[config.mk]
export PLATFORM = sky130hd
export DESIGN_NAME = tls_client_hello_fingerprint_flat
export DESIGN_NICKNAME = d
export VERILOG_FILES = /design/src/rtl/tchf_pkg.sv /design/src/rtl/tchf_if.sv /design/src/rtl/tchf_parser.sv /design/src/rtl/tchf_queue.sv /design/src/rtl/tls_client_hello_fingerprint.sv /design/src/flat_wrapper.sv
export SDC_FILE = /design/constraint.sdc
export NUM_CORES = 1
export LEC_CHECK = 0
export ABC_AREA = 0
export CAP_MARGIN = 0
export CORE_UTILIZATION = 60
export DETAILED_ROUTE_END_ITERATION = 6
export DONT_BUFFER_PORTS = 1
export GPL_TIMING_DRIVEN = 0
export PLACE_DENSITY = 0.83
export SKIP_CTS_REPAIR_TIMING = 1
export SYNTH_ARGS = -nofsm -noshare
export SYNTH_HDL_FRONTEND = slang
export SYNTH_SLANG_ARGS = --single-unit
[constraint.sdc]
create_clock -name clk -period 8.45 [get_ports clk]
set_clock_uncertainty 0.2 [all_clocks]
set_input_delay 1.2675 -clock clk [delete_from_list [all_inputs] [get_ports clk]]
set_output_delay 1.2675 -clock clk [all_outputs]
set_load 0.02 [all_outputs]
[src/rtl/tchf_pkg.sv]
// Package with the parser phases, token kinds and shared types.
`timescale 1ns / 1ps
package tchf_pkg;

    typedef enum logic [4:0] {
        PH_FIXED, PH_SID, PH_CSLEN_HI, PH_CSLEN_LO, PH_CS_HI, PH_CS_LO,
        PH_COMP_LEN, PH_COMP, PH_EXTLEN_HI, PH_EXTLEN_LO, PH_ET_HI, PH_ET_LO,
        PH_EL_HI, PH_EL_LO, PH_BODY_SKIP, PH_GRP_LEN_HI, PH_GRP_LEN_LO,
        PH_GRP_HI, PH_GRP_LO, PH_PF_LEN, PH_PF, PH_SV_LEN, PH_SV_HI, PH_SV_LO,
        PH_DONE, PH_REJECT
    } phase_t;

    localparam logic [2:0] KIND_VERSION = 3'd0;
    localparam logic [2:0] KIND_CIPHER  = 3'd1;
    localparam logic [2:0] KIND_EXT     = 3'd2;
    localparam logic [2:0] KIND_CURVE   = 3'd3;
    localparam logic [2:0] KIND_POINT   = 3'd4;
    localparam logic [2:0] KIND_END     = 3'd5;

    localparam logic [1:0] STATUS_OK        = 2'd0;
    localparam logic [1:0] STATUS_NOT_HELLO = 2'd1;
    localparam logic [1:0] STATUS_TRUNC     = 2'd2;

    localparam logic [7:0]  REC_HANDSHAKE   = 8'h16;
    localparam logic [7:0]  HS_CLIENT_HELLO = 8'h01;
    localparam logic [15:0] EXT_GROUPS      = 16'h000a;
    localparam logic [15:0] EXT_POINTS      = 16'h000b;
    localparam logic [15:0] EXT_VERSIONS    = 16'h002b;
    localparam logic [15:0] VER_TLS13       = 16'h0304;

    localparam int QDEPTH = 4;
    localparam int QAW    = $clog2(QDEPTH);

    typedef struct packed {
        logic [2:0]  token_kind;
        logic [15:0] token_value;
        logic        end_of_record;
        logic [1:0]  parse_status;
        logic        offers_tls13;
    } token_t;

    // Up to two tokens per byte travel from the parser to the queue.
    typedef struct packed {
        logic   valid0;
        logic   valid1;
        token_t tok0;
        token_t tok1;
    } tok_pair_t;

    function automatic logic grease_code(input logic [15:0] v);
        return (v[11:8] == 4'ha) && (v[3:0] == 4'ha) && (v[15:8] == v[7:0]);
    endfunction

endpackage

[src/rtl/tchf_if.sv]
// Valid/ready stream interfaces for record bytes and tokens.
`timescale 1ns / 1ps
interface tchf_byte_if;
    logic       valid;
    logic       ready;
    logic [7:0] data_byte;
    logic       is_final;
    modport source (output valid, data_byte, is_final, input ready);
    modport sink (input valid, data_byte, is_final, output ready);
endinterface

interface tchf_tok_if;
    logic        valid;
    logic        ready;
    logic [2:0]  token_kind;
    logic [15:0] token_value;
    logic        end_of_record;
    logic [1:0]  parse_status;
    logic        offers_tls13;
    modport source (output valid, token_kind, token_value, end_of_record, parse_status,
                    offers_tls13, input ready);
    modport sink (input valid, token_kind, token_value, end_of_record, parse_status,
                  offers_tls13, output ready);
endinterface

[src/rtl/tchf_parser.sv]
// Front end: byte parser that classifies record bytes into tokens.
`timescale 1ns / 1ps
module tchf_parser
    import tchf_pkg::*;
(
    input  logic       clk,
    input  logic       rst_n,
    input  logic       step,
    input  logic [7:0] data_byte,
    input  logic       is_final,
    output tok_pair_t  toks
);

    phase_t      phase_reg, phase_next;
    logic [15:0] offset_reg, offset_next;
    logic [15:0] sect_reg, sect_next;
    logic [15:0] ext_reg, ext_next;
    logic [15:0] body_reg, body_next;
    logic [15:0] list_reg, list_next;
    logic [15:0] etype_reg, etype_next;
    logic [7:0]  held_reg, held_next;
    logic        t13_reg, t13_next;
    logic [1:0]  status_reg, status_next;

    always_ff @(posedge clk or negedge rst_n)
    begin
        if (!rst_n)
        begin
            phase_reg  <= PH_FIXED;
            offset_reg <= '0;
            sect_reg   <= '0;
            ext_reg    <= '0;
            body_reg   <= '0;
            list_reg   <= '0;
            etype_reg  <= '0;
            held_reg   <= '0;
            t13_reg    <= 1'b0;
            status_reg <= STATUS_OK;
        end
        else if (step)
        begin
            phase_reg  <= phase_next;
            offset_reg <= offset_next;
            sect_reg   <= sect_next;
            ext_reg    <= ext_next;
            body_reg   <= body_next;
            list_reg   <= list_next;
            etype_reg  <= etype_next;
            held_reg   <= held_next;
            t13_reg    <= t13_next;
            status_reg <= status_next;
        end
    end

    always_comb
    begin
        logic [15:0] word;
        logic        in_body;
        token_t      t;
        logic        emit;
        logic [1:0]  st;

        word = {held_reg, data_byte};
        phase_next  = phase_reg;
        offset_next = offset_reg;
        sect_next   = sect_reg;
        ext_next    = ext_reg;
        body_next   = body_reg;
        list_next   = list_reg;
        etype_next  = etype_reg;
        held_next   = held_reg;
        t13_next    = t13_reg;
        status_next = status_reg;
        t    = '0;
        emit = 1'b0;
        in_body = (phase_reg >= PH_BODY_SKIP) && (phase_reg <= PH_SV_LO);

        case (phase_reg)
            PH_FIXED:
            begin
                if ((offset_reg == 16'd0 && data_byte != REC_HANDSHAKE)
                    || (offset_reg == 16'd5 && data_byte != HS_CLIENT_HELLO))
                begin
                    status_next = STATUS_NOT_HELLO;
                    phase_next  = PH_REJECT;
                end
                else
                begin
                    if (offset_reg == 16'd9)
                        held_next = data_byte;
                    if (offset_reg == 16'd10)
                    begin
                        emit = 1'b1;
                        t.token_kind  = KIND_VERSION;
                        t.token_value = word;
                    end
                    if (offset_reg == 16'd43)
                    begin
                        sect_next  = {8'd0, data_byte};
                        phase_next = (data_byte != 8'd0) ? PH_SID : PH_CSLEN_HI;
                    end
                    if (offset_reg != 16'hffff)
                        offset_next = offset_reg + 16'd1;
                end
            end
            PH_SID, PH_COMP:
            begin
                sect_next = sect_reg - 16'd1;
                if (sect_next == 16'd0)
                    phase_next = (phase_reg == PH_SID) ? PH_CSLEN_HI : PH_EXTLEN_HI;
            end
            PH_CSLEN_HI:
            begin
                held_next  = data_byte;
                phase_next = PH_CSLEN_LO;
            end
            PH_EXTLEN_HI:
            begin
                held_next  = data_byte;
                phase_next = PH_EXTLEN_LO;
            end
            PH_CSLEN_LO:
            begin
                sect_next  = word;
                phase_next = (word != 16'd0) ? PH_CS_HI : PH_COMP_LEN;
            end
            PH_CS_HI:
            begin
                sect_next  = sect_reg - 16'd1;
                held_next  = data_byte;
                phase_next = (sect_next != 16'd0) ? PH_CS_LO : PH_COMP_LEN;
            end
            PH_CS_LO:
            begin
                sect_next = sect_reg - 16'd1;
                if (!grease_code(word))
                begin
                    emit = 1'b1;
                    t.token_kind  = KIND_CIPHER;
                    t.token_value = word;
                end
                phase_next = (sect_next != 16'd0) ? PH_CS_HI : PH_COMP_LEN;
            end
            PH_COMP_LEN:
            begin
                sect_next  = {8'd0, data_byte};
                phase_next = (data_byte != 8'd0) ? PH_COMP : PH_EXTLEN_HI;
            end
            PH_EXTLEN_LO:
            begin
                ext_next   = word;
                phase_next = (word != 16'd0) ? PH_ET_HI : PH_DONE;
            end
            PH_ET_HI, PH_ET_LO, PH_EL_HI, PH_EL_LO, PH_BODY_SKIP, PH_GRP_LEN_HI,
            PH_GRP_LEN_LO, PH_GRP_HI, PH_GRP_LO, PH_PF_LEN, PH_PF, PH_SV_LEN,
            PH_SV_HI, PH_SV_LO:
            begin
                ext_next = ext_reg - 16'd1;
                if (in_body)
                    body_next = body_reg - 16'd1;
                case (phase_reg)
                    PH_ET_HI:
                    begin
                        held_next  = data_byte;
                        phase_next = PH_ET_LO;
                    end
                    PH_ET_LO:
                    begin
                        etype_next = word;
                        phase_next = PH_EL_HI;
                    end
                    PH_EL_HI:
                    begin
                        held_next  = data_byte;
                        phase_next = PH_EL_LO;
                    end
                    PH_EL_LO:
                    begin
                        if (!grease_code(etype_reg))
                        begin
                            emit = 1'b1;
                            t.token_kind  = KIND_EXT;
                            t.token_value = etype_reg;
                        end
                        body_next = word;
                        if (word == 16'd0)
                            phase_next = PH_ET_HI;
                        else if (etype_reg == EXT_GROUPS && word >= 16'd2)
                            phase_next = PH_GRP_LEN_HI;
                        else if (etype_reg == EXT_POINTS)
                            phase_next = PH_PF_LEN;
                        else if (etype_reg == EXT_VERSIONS)
                            phase_next = PH_SV_LEN;
                        else
                            phase_next = PH_BODY_SKIP;
                    end
                    PH_GRP_LEN_HI:
                    begin
                        held_next  = data_byte;
                        phase_next = PH_GRP_LEN_LO;
                    end
                    PH_GRP_LEN_LO:
                    begin
                        list_next  = word;
                        phase_next = PH_GRP_HI;
                    end
                    PH_GRP_HI, PH_SV_HI:
                    begin
                        if (list_reg < 16'd2)
                            phase_next = PH_BODY_SKIP;
                        else
                        begin
                            list_next  = list_reg - 16'd2;
                            held_next  = data_byte;
                            phase_next = (phase_reg == PH_GRP_HI) ? PH_GRP_LO : PH_SV_LO;
                        end
                    end
                    PH_GRP_LO:
                    begin
                        if (!grease_code(word))
                        begin
                            emit = 1'b1;
                            t.token_kind  = KIND_CURVE;
                            t.token_value = word;
                        end
                        phase_next = PH_GRP_HI;
                    end
                    PH_SV_LO:
                    begin
                        if (word == VER_TLS13)
                            t13_next = 1'b1;
                        phase_next = PH_SV_HI;
                    end
                    PH_PF_LEN:
                    begin
                        list_next  = {8'd0, data_byte};
                        phase_next = PH_PF;
                    end
                    PH_SV_LEN:
                    begin
                        list_next  = {8'd0, data_byte};
                        phase_next = PH_SV_HI;
                    end
                    PH_PF:
                    begin
                        if (list_reg == 16'd0)
                            phase_next = PH_BODY_SKIP;
                        else
                        begin
                            list_next = list_reg - 16'd1;
                            emit = 1'b1;
                            t.token_kind  = KIND_POINT;
                            t.token_value = {8'd0, data_byte};
                        end
                    end
                    default:
                    begin
                    end
                endcase
                if (in_body && body_next == 16'd0)
                    phase_next = PH_ET_HI;
                if (ext_next == 16'd0)
                    phase_next = PH_DONE;
            end
            default:
            begin
            end
        endcase

        st = status_next;
        if (st == STATUS_OK && phase_next < PH_COMP_LEN)
            st = STATUS_TRUNC;

        // The end token always takes the second slot when a token was also emitted.
        toks = '0;
        toks.valid0 = emit;
        toks.tok0   = t;
        toks.valid1 = is_final;
        toks.tok1.token_kind    = KIND_END;
        toks.tok1.end_of_record = 1'b1;
        toks.tok1.parse_status  = st;
        toks.tok1.offers_tls13  = t13_next;

        if (is_final)
        begin
            phase_next  = PH_FIXED;
            offset_next = '0;
            sect_next   = '0;
            ext_next    = '0;
            body_next   = '0;
            list_next   = '0;
            etype_next  = '0;
            held_next   = '0;
            t13_next    = 1'b0;
            status_next = STATUS_OK;
        end
    end

endmodule

[src/rtl/tchf_queue.sv]
// Back end: token queue that takes two tokens a cycle and sends one.
`timescale 1ns / 1ps
module tchf_queue
    import tchf_pkg::*;
(
    input  logic       clk,
    input  logic       rst_n,
    input  logic       push,
    input  tok_pair_t  toks,
    output logic       has_room,
    tchf_tok_if.source tok_out
);

    token_t          mem [QDEPTH];
    logic [QAW-1:0]  wr_reg, rd_reg;
    logic [QAW:0]    count_reg;
    logic            pop;
    logic            w0, w1;
    logic [QAW-1:0]  wa1;
    logic [1:0]      nin;
    token_t          head;

    assign pop = tok_out.valid && tok_out.ready;
    assign w0  = push && (toks.valid0 || toks.valid1);
    assign w1  = push && toks.valid0 && toks.valid1;
    assign nin = {1'b0, w0} + {1'b0, w1};
    assign wa1 = wr_reg + QAW'(1);
    // Room for two tokens is needed before a byte is taken.
    assign has_room = count_reg <= (QAW+1)'(QDEPTH - 2);

    always_ff @(posedge clk)
    begin
        if (w0)
            mem[wr_reg] <= toks.valid0 ? toks.tok0 : toks.tok1;
        if (w1)
            mem[wa1] <= toks.tok1;
    end

    always_ff @(posedge clk or negedge rst_n)
    begin
        if (!rst_n)
        begin
            wr_reg    <= '0;
            rd_reg    <= '0;
            count_reg <= '0;
        end
        else
        begin
            wr_reg    <= wr_reg + QAW'(nin);
            if (pop)
                rd_reg <= rd_reg + QAW'(1);
            count_reg <= count_reg + (QAW+1)'(nin) - (QAW+1)'(pop);
        end
    end

    assign head = mem[rd_reg];
    assign tok_out.valid         = count_reg != '0;
    assign tok_out.token_kind    = head.token_kind;
    assign tok_out.token_value   = head.token_value;
    assign tok_out.end_of_record = head.end_of_record;
    assign tok_out.parse_status  = head.parse_status;
    assign tok_out.offers_tls13  = head.offers_tls13;

endmodule

[src/rtl/tls_client_hello_fingerprint.sv]
// Top level of the ClientHello fingerprint token extractor.
// A token is queued when the byte that completes it is taken, and offered in order.
// Throughput: one byte per cycle while the four-entry token queue has room for two;
// a byte can yield two tokens, so sustained rate is set by the one-token-a-cycle output.
// Reset: rst_n clears the parser to the record start and empties the queue.
`timescale 1ns / 1ps
module tls_client_hello_fingerprint
    import tchf_pkg::*;
(
    input  logic       clk,
    input  logic       rst_n,
    tchf_byte_if.sink  byte_in,
    tchf_tok_if.source tok_out
);

    tok_pair_t toks;
    logic      room;
    logic      step;

    assign byte_in.ready = room;
    assign step = byte_in.valid && room;

    tchf_parser u_parser (
        .clk       (clk),
        .rst_n     (rst_n),
        .step      (step),
        .data_byte (byte_in.data_byte),
        .is_final  (byte_in.is_final),
        .toks      (toks)
    );

    tchf_queue u_queue (
        .clk      (clk),
        .rst_n    (rst_n),
        .push     (step),
        .toks     (toks),
        .has_room (room),
        .tok_out  (tok_out)
    );

endmodule

[src/flat_wrapper.sv]
// flat-port wrapper written by rule: the top's interface ports become plain ports
module tls_client_hello_fingerprint_flat import tchf_pkg::*;
  (clk, rst_n, byte_in_valid, byte_in_data_byte, byte_in_is_final, byte_in_ready, tok_out_valid, tok_out_token_kind, tok_out_token_value, tok_out_end_of_record, tok_out_parse_status, tok_out_offers_tls13, tok_out_ready);
  tchf_byte_if byte_in_i ();
  tchf_tok_if tok_out_i ();
  input  logic clk;
  input  logic rst_n;
  input wire logic [$bits(byte_in_i.valid)-1:0] byte_in_valid;
  input wire logic [$bits(byte_in_i.data_byte)-1:0] byte_in_data_byte;
  input wire logic [$bits(byte_in_i.is_final)-1:0] byte_in_is_final;
  output wire logic [$bits(byte_in_i.ready)-1:0] byte_in_ready;
  output wire logic [$bits(tok_out_i.valid)-1:0] tok_out_valid;
  output wire logic [$bits(tok_out_i.token_kind)-1:0] tok_out_token_kind;
  output wire logic [$bits(tok_out_i.token_value)-1:0] tok_out_token_value;
  output wire logic [$bits(tok_out_i.end_of_record)-1:0] tok_out_end_of_record;
  output wire logic [$bits(tok_out_i.parse_status)-1:0] tok_out_parse_status;
  output wire logic [$bits(tok_out_i.offers_tls13)-1:0] tok_out_offers_tls13;
  input wire logic [$bits(tok_out_i.ready)-1:0] tok_out_ready;
  assign byte_in_i.valid = byte_in_valid;
  assign byte_in_i.data_byte = byte_in_data_byte;
  assign byte_in_i.is_final = byte_in_is_final;
  assign byte_in_ready = byte_in_i.ready;
  assign tok_out_valid = tok_out_i.valid;
  assign tok_out_token_kind = tok_out_i.token_kind;
  assign tok_out_token_value = tok_out_i.token_value;
  assign tok_out_end_of_record = tok_out_i.end_of_record;
  assign tok_out_parse_status = tok_out_i.parse_status;
  assign tok_out_offers_tls13 = tok_out_i.offers_tls13;
  assign tok_out_i.ready = tok_out_ready;
  tls_client_hello_fingerprint u_core (.clk(clk), .rst_n(rst_n), .byte_in(byte_in_i), .tok_out(tok_out_i));
endmodule
-- Yosys cells after proc, flatten, opt, wreduce, memory -nomap -nowiden
Memories as Yosys holds them, arrays and structs flattened.
Index checks and enable logic that the tools add are counted.
W data, S select, Z words.
- word-level logic and storage cells: 212
- memory bits (read-only): 0
- output and inout bits: 25
- latch bits: 0
- register bits: 119
- bits in writable memories: 92
- bits of input ports: 13
- memories kept: 1
- bitwise logic cells: 0
- shift operators: 0
- order comparisons: 6
- reductions and logical operators: 53
- div/mod/pow operators: 0
- eq/ne operators: 48
- mux-type cells: 79
- multiply operators: 0
- $add $sub $neg: 12
- memory list (memory ; words ; bits a word ; rd ports ; clocked after memory_dff ; wr ports ; line ; source):
    u_core.u_queue.mem ; 4 ; 23 ; 1 ; 0 ; 2 ; tchf_queue.sv:14 ; token_t mem [QDEPTH];
- operators by type and width (cell ; count):
    $mux W16 ; 22
    $pmux W16 S4 ; 2
    $pmux W19 S3 ; 2
    $pmux W5 S10 ; 2
    $logic_not A16 Y1 ; 6
    $mux W5 ; 13
    $eq A16 B4 Y1 const B ; 4
    $sub A16 B1 Y16 const B ; 4
    $eq A5 B4 Y1 const B ; 8
    $eq A5 B5 Y1 const B ; 8
    $mux W18 ; 2
    $eq A16 B6 Y1 const B ; 2
    $mux W8 ; 4
    $pmux W16 S2 ; 1
    $reduce_bool A16 Y1 ; 2
    $pmux W8 S3 ; 1
    $mux W23 ; 1
    $eq A5 B3 Y1 const B ; 4
    $mux W19 ; 1
    $mux W17 ; 1
    $add A16 B1 Y16 const B ; 1
    $eq A16 B10 Y1 const B ; 1
    $eq A16 B3 Y1 const B ; 1
    $eq A4 B4 Y1 const B ; 4
    46 further kinds ; 101

-- Longest topological paths before layout
Gate-level depths: netlist (run 1).
- word-level depth: 14
- mapped depth: 20
- depth with buffers taken out: 18

-- Cells and area by module
A second synthesis (run 1) with hierarchy kept.
- cell total of the unflattened synthesis: 1391
- area, all modules: 13459.2 µm²
- by module, submodules not included (module ; sequential area each (µm²) ; cells an instance ; instances ; area each (µm²)):
    tchf_parser ; 2802.7 ; 1116 ; 1 ; 8541.9
    tchf_queue ; 2937.8 ; 274 ; 1 ; 4911.0
    tls_client_hello_fingerprint ; 0.0 ; 1 ; 1 ; 6.3

-- Worst setup path before layout (run 1)
No wires, ideal clock.
- path type: input -> register
- start point: in byte_in_data_byte[0]
- end point: reg u_core.u_queue.count_reg[2]
- stages on the path: 17
- required time: 8.127 ns
- setup time: 0.123 ns
- data arrival time: 4.416 ns
- path slack: 3.711 ns
- path buffers: 1
- cells stage by stage: or4b_4 nor4_4 a211oi_2 or3_1 buf_2 or2_4 nand2_4 inv_2 ha_1 inv_1 ha_1 inv_1 ha_1 inv_1 fa_1 xor2_1 xnor2_1
- longest elaborated chain between the ends: 11
- elaborated cells on any way between the ends: 20
- RTL lines (item ; line ; source):
    start, declared ; flat_wrapper.sv:9 ; input wire logic [$bits(byte_in_i.data_byte)-1:0] byte_in_data_byte;
    $eq A4 B4 Y1 ; tchf_pkg.sv:51 ; return (v[11:8] == 4'ha) && (v[3:0] == 4'ha) && (v[15:8] == v[7:0]);
    $logic_and A1 B1 Y1 (2 in series) ; tchf_pkg.sv:51 ;
    $mux W1 ; tchf_parser.sv:136, tchf_parser.sv:220 ;
    $pmux W1 S3 ; tchf_parser.sv:161 ; case (phase_reg)
    $pmux W1 S3 (*) ; tchf_parser.sv:78 ; case (phase_reg)
    $logic_or A1 B1 Y1 / $logic_and A1 B1 Y1 (equally long branches) ; tchf_queue.sv:24, tchf_queue.sv:25 ;
    $logic_and A1 B1 Y1, on equally long branches ; tchf_queue.sv:24, tchf_queue.sv:25 ;
    $add A1 B1 Y2 (*) ; tchf_queue.sv:26 ; assign nin = {1'b0, w0} + {1'b0, w1};
    $add A3 B2 Y3 (*) ; tchf_queue.sv:52 ; count_reg <= count_reg + (QAW+1)'(nin) - (QAW+1)'(pop);
    $sub A3 B1 Y3 (*) ; tchf_queue.sv:52 ;
    end signal, assigned ; tchf_queue.sv:52 ;
    end, declared ; tchf_queue.sv:16 ; logic [QAW:0] count_reg;
Mark *: on every way between the ends. The rest lies on a longest branch, timed or not.
A chain may end at the register's enable or synchronous reset.

-- Worst setup path after layout (run 1)
- start point: in byte_in_data_byte[3]
- end point: reg u_core.u_queue.count_reg[2]
Same word-level chain as after synthesis.

==> results.ini, run 1 <==
[floorplan]
core_area_mm2 = 0.0203
dieHeight_um = 146
rows = 52
die_w_um = 146
ios = 38
initial_core_util_pct = 61.6
die-area_mm2 = 0.0214

[grt]
first_global_vias = 11200
grt_util_all_layers_pct = 36.3
grt_pass1_wl_um = 61600
globalRouteOverflowTotal = 0
antenna_found_initial = 0
grt_max_degree = 120

[detailed_routing]
post_drt_wl_per_cell_um = 21.9
first_iter_violations = 1357
vias = 11900
first_pass_iters = 5
drt-total-wl_um = 38700
remaining_drc_errors = 0
vias_per_cell = 6.71
ant_nets = 0

[synthesis]
syn_avg_cell_area_um2 = 8.59
yosys.area_share.xor_xnor_pct = 3.36
synth-compound-area-share_pct = 23.7
synth_enable_flop_cells = 12
syn_inst = 1456
synth_seq_cells = 211
synth.yosys.seq_area_share_pct = 39.5
yosysUniqueCellTypes = 88
yosysTopAreaCellShare_pct = 23.8
yosys_warnings = 0
synth_mux_area_share_pct = 4.55
synth_fa_ha_area_share_pct = 1.86
synth_top_family_by_area = compound AO/OA/AOI/OAI gates
synth.largest_area_cell = dfrtp_1
syn_nets = 1487
yosys-top-cells-area = dfrtp_1, dfxtp_1, nor2_1
ys_async_sr_fraction_pct = 56.4
synth_area_mm2 = 0.0125
synth_ff_type = dfrtp_1
synth-simple-area-share_pct = 22.1

[timing]
fin_crit_sh_pct = 61.3
final.setup.tns_ns = 0
fmax_ghz = 0.193
hold_viol_final = 0
slew_viol_final = 0
grt_setup_unrepaired = false
setup_viol = 0
relSlewSlack_pct = 16.3
fin_crit_ns = 5.18
worst_slew_pin_slew_ns = 1.25

[final_layout]
multi_input_area_mm2 = 0.00695
regArea_mm2 = 0.00494
mostFrequentLayoutCells = nor2_1, dfrtp_1, o21ai_0
finalNetCount = 1512
stdcell_count = 1768
final_common_cell = nor2_1
largest_reg_flops = 92
largest-register = u_core.u_queue.mem
area_growth_pct = 9.36
antennaDiodeCount = 0
layout-drive-gt1-share_pct = 7.68
fillers = 1640

[clock_tree]
clk_latency_ns = 0.53
cts_buffer_depth = 3
cts_tree = built
cts-root-buf = clkbuf_16
clock_sinks = 211
clk_pin_slew_ns = 0.06
htreeDepth = 1
numCtsBuffers = 23

[placement]
dp.final_hpwl_um = 27100
placed_cells_incl_taps = 1726
routabilityCongestion = 0.984
port_buffers = 0

[pwr]
p_comb_share_pct = 46.9
p_sw_share_pct = 43.1
intPower_mw = 2.89
p_leak_nw = 5.49
power.density_mw_per_mm2 = 371
p_switching_mw = 2.19
vdd_drop_max_mv = 0.203
p_seq_share_pct = 31.5
power_frac_clock_pct = 21.6

[hold_path]
hp-class = primary input to asynchronous set/reset pin

[setup_path]
arrival_ns = 5.39
startpoint_type = primary input
path_max_fanout = 10
cp_data_required_time_ns = 8.66
timing.setup.critical_path_class = primary input to flop
end_kind = flop

[run]
cap_viol_max_count = 0

[outcome]
status = finished, final reports clean

[kinds of logic after synthesis]
logic type	Yosys count
buf+inv	150
xor+xnor	48
compound gates	446
flops	211
fa+ha+maj	18
mux	28
simple gates	555
[worst max-delay path, cell delays in order]
cell	delay (ns)
clkbuf_1	0.61
nand4b_1	0.32
nor4_4	0.40
a211oi_2	0.19
or3_1	0.36
buf_2	0.19
or2_4	0.26
nand2_4	0.07
inv_2	0.07
ha_1	0.37
inv_1	0.07
ha_1	0.28
inv_1	0.06
ha_1	0.13
inv_1	0.05
fa_1	0.38
xor2_1	0.18
xnor2_1	0.13
[cell usage after synthesis, types with 11 or more instances]
library cell and instances:
a211oi_1 62, a21oi_1 80, a22o_1 24, a22oi_1 32, and2_1 15, and3_1 18, buf_2 21, clkbuf_1 78
dfrtp_1 119, dfxtp_1 80, edfxtp_1 12, ha_1 17, inv_1 40, mux4_2 23, nand2_1 114, nand3_1 15
nand4_1 22, nor2_1 205, nor2b_1 11, nor3_1 51, nor4_1 20, o211ai_1 11, o21ai_0 115, o21ai_1 11
o22ai_1 11, o31ai_1 17, or3_1 13, xnor2_1 20, xor2_1 28
[power groups by stage]
stage               logic [mW]  clock network [mW]  registers [mW]
detailed placement        2.32                   0            1.60
CTS                       2.33                1.10            1.59
global route              2.58                1.14            1.64
global placement          2.27                   0            1.59
finish                    2.38                1.10            1.60
floorplan                 1.82                   0            1.53
[final cells by class]
cell class | count | area share (%)
Sequential cell | 211 | 36.1
Buffer | 109 | 3.35
Multi-Input combinational cell | 1095 | 50.8
Clock buffer | 30 | 4.77
Inverter | 41 | 1.13
Tap cell | 270 | 2.47
Clock inverter | 12 | 1.32
[metal layers]
layer | up-vias | GRT usage (%) | routed length, µm
met4 | 0 | 17.6 | 1900
met2 | 630 | 56.4 | 17500
li1 | 5438 | - | -
met3 | 115 | 6.75 | 3780
met5 | - | 0 | 0
met1 | 5686 | 48.9 | 15500
[worst paths after layout]
| path | slack, ns | to | start | cells after the start |
|---|---|---|---|---|
| min | 0.24 | u_core.u_parser.ext_reg[9]$_DFFE_PN0P_ | rst_n | 0 |
| max in group asynchronous | 7.55 | u_core.u_queue.rd_reg[1]$_DFFE_PN0P_ | rst_n | 0 |
| max reg2reg | 3.68 | u_core.u_queue.count_reg[2]$_DFF_PN0_ | u_core.u_parser.held_reg[3]$_DFFE_PN0P_ | 18 |
| min reg2reg | 0.26 | u_core.u_queue.mem[0][22]$_SDFFE_PP1P_ | u_core.u_queue.mem[0][22]$_SDFFE_PP1P_ | 1 |
| min in group clk | 0.26 | u_core.u_queue.mem[0][22]$_SDFFE_PP1P_ | u_core.u_queue.mem[0][22]$_SDFFE_PP1P_ | 1 |
| max | 3.27 | u_core.u_queue.count_reg[2]$_DFF_PN0_ | byte_in_data_byte[3] | 18 |
[through the flow]
stage	util [%]	setup slack [ns]	hold WS [ns]	total power, mW	area [µm²]
3_5_place_dp	63.2	2.80	0.242	3.92	12800
5_1_grt	67.3	3.15	0.227	5.36	13700
6_report	67.3	3.27	0.239	5.07	13700
4_1_cts	67.3	3.32	0.228	5.02	13700
3_3_place_gp	63.2	2.84	0.233	3.86	12800
2_1_floorplan	-	3.71	0.218	3.35	12500
(Power assumes the default switching activity.)
==> run 2: changes to the inputs <==
==> constraint.sdc (replaced) <==
create_clock -name clk -period 4.8 [get_ports clk]
set_clock_uncertainty 0.2 [all_clocks]
set_input_delay 0.72 -clock clk [delete_from_list [all_inputs] [get_ports clk]]
set_output_delay 0.72 -clock clk [all_outputs]
set_load 0.02 [all_outputs]
==> results.ini, run 2 (synthesized netlist as in run 1, its figures left out) <==
[placement]
port_buffers = 0
routabilityCongestion = 0.984
dp.final_hpwl_um = 27100
placed_cells_incl_taps = 1726

[floorplan]
initial_core_util_pct = 61.6
die-area_mm2 = 0.0214
core_area_mm2 = 0.0203
dieHeight_um = 146
die_w_um = 146
ios = 38
rows = 52

[detailed_routing]
ant_nets = 0
met2_wirelength_um = 17600
route.top_layer_used = met4
vias_per_cell = 6.72
dr_wl_met3_um = 3740
remaining_drc_errors = 2
first_pass_iters = 7
wl_met1_um = 15500
vias = 11900
first_iter_violations = 1237
drt-total-wl_um = 38700
post_drt_wl_per_cell_um = 21.9

[setup_path]
timing.setup.critical_path_class = primary input to flop
startpoint_type = primary input
worst_path_largest_cell_delay_ns = 0.61
arrival_ns = 4.84
r2r_end = u_core.u_queue.count_reg[2]$_DFF_PN0_
crit_path_top_delay_cell = clkbuf_1
timing.rr.start = u_core.u_parser.held_reg[3]$_DFFE_PN0P_
ff2ff_setup_slack_ns = 0.26
r2r_cells = 17
end_kind = flop
path_max_fanout = 10
cp_data_required_time_ns = 5.01
worstPathCellList = clkbuf_1 -> nand4b_1 -> nor4_4 -> a211oi_2 -> or3_1 -> buf_2 -> or2_4 -> nand2_4 -> inv_2 -> ha_1 -> inv_1 -> ha_1 -> inv_1 -> ha_1 -> inv_1 -> fa_1 -> xor2_1 -> xnor2_1

[clock_tree]
clk_latency_ns = 0.53
cts_buffer_depth = 3
cts-root-buf = clkbuf_16
clock_sinks = 211
numCtsBuffers = 23
clk_pin_slew_ns = 0.06
htreeDepth = 1
cts_tree = built

[final_layout]
antennaDiodeCount = 0
finalNetCount = 1513
stdcell_count = 1769
layout-drive-gt1-share_pct = 7.74
area_growth_pct = 9.63
mostFrequentLayoutCells = nor2_1, dfrtp_1, o21ai_0
largest_reg_flops = 92
largest-register = u_core.u_queue.mem
final_common_cell = nor2_1

[pwr]
p_sw_share_pct = 43.3
p_switching_mw = 3.88
power_frac_clock_pct = 21.6
power.total_mw = 8.96
intPower_mw = 5.08
vdd_drop_max_mv = 0.354
power.density_mw_per_mm2 = 654
p_leak_nw = 5.50
p_seq_share_pct = 31.6
p_comb_share_pct = 46.8

[timing]
fin_crit_sh_pct = 96.5
worst_slew_pin_slew_ns = 1.19
relSlewSlack_pct = 19.8
grt_setup_unrepaired = false
fin_hold_ws_ns = 0.257
setup_viol = 0
slew_viol_final = 0
hold_viol_final = 0
fmax_ghz = 0.216
fin_crit_ns = 4.63

[outcome]
status = complete, but fails checks
failed_checks = design-rule violations

[run]
cap_viol_max_count = 0

[hold_path]
hold_path_end = u_core.u_queue.mem[0][22]$_SDFFE_PP1P_
hold_depth = 1
hp-start = u_core.u_queue.mem[0][22]$_SDFFE_PP1P_
hp-class = flop to flop

[grt]
grt_util_all_layers_pct = 36.3
grt_max_degree = 120
globalRouteOverflowTotal = 0
antenna_found_initial = 0
grt_pass1_wl_um = 61600
first_global_vias = 11200

==> run 2: worst max-delay path by stage <==
| stage | endpoint | startpoint | cells past startpoint |
|---|---|---|---|
| floorplan | u_core.u_queue.count_reg[2]$_DFF_PN0_ | byte_in_data_byte[0] | 17 |
| global placement | u_core.u_queue.count_reg[2]$_DFF_PN0_ | byte_in_data_byte[3] | 18 |
| detailed placement | u_core.u_queue.count_reg[2]$_DFF_PN0_ | byte_in_data_byte[3] | 18 |
| CTS | u_core.u_queue.count_reg[2]$_DFF_PN0_ | u_core.u_parser.held_reg[3]$_DFFE_PN0P_ | 18 |
| global route | u_core.u_queue.count_reg[2]$_DFF_PN0_ | byte_in_data_byte[3] | 18 |
| finish | u_core.u_queue.count_reg[2]$_DFF_PN0_ | byte_in_data_byte[3] | 18 |
==> run 2: layer usage <==
layer / GRT usage, % / up-vias
met5: 0 / -
met4: 17.6 / 0
met3: 6.75 / 120
met2: 56.4 / 643
met1: 48.9 / 5682
li1: - / 5440
==> run 2: area by class of cell <==
| cell class | instances | area (µm²) |
|---|---|---|
| Fill cell | 1638 | 6600 |
| Clock buffer | 30 | 652 |
| Timing Repair Buffer | 2 | 37.5 |
| Multi-Input combinational cell | 1095 | 6950 |
| Inverter | 41 | 154 |
| Clock inverter | 12 | 180 |
| Sequential cell | 211 | 4940 |
| Buffer | 108 | 454 |
| Tap cell | 270 | 338 |
==> run 2: through the flow <==
stage               setup WS (ns)  util [%]  cell area, µm²  TNS (ns)
floorplan                   0.609         -           12500         0
global placement           -0.266      63.2           12800    -0.366
detailed placement         -0.298      63.2           12800    -0.428
CTS                        0.0883      67.3           13700         0
global route               0.0464      67.5           13700         0
finish                      0.170      67.5           13700         0
==> run 2: power by group through the flow <==
stage / sequential, mW / clock, mW / combinational [mW]
after floorplan: 2.70 / 0 / 3.20
after global placement: 2.79 / 0 / 4.00
after detailed placement: 2.82 / 0 / 4.08
after CTS: 2.79 / 1.94 / 4.10
after global routing: 2.89 / 2.00 / 4.56
final: 2.83 / 1.94 / 4.19
==> run 2: worst max-delay path, delay by kind of cell <==
family | cells | cell delay [ns]
AOI/OAI and AO/OA | 1 | 0.19
xor gates and xnor gates | 2 | 0.31
adders and majority gates | 4 | 1.16
buffers and inverters | 6 | 1.05
and+or+nand+nor | 5 | 1.39
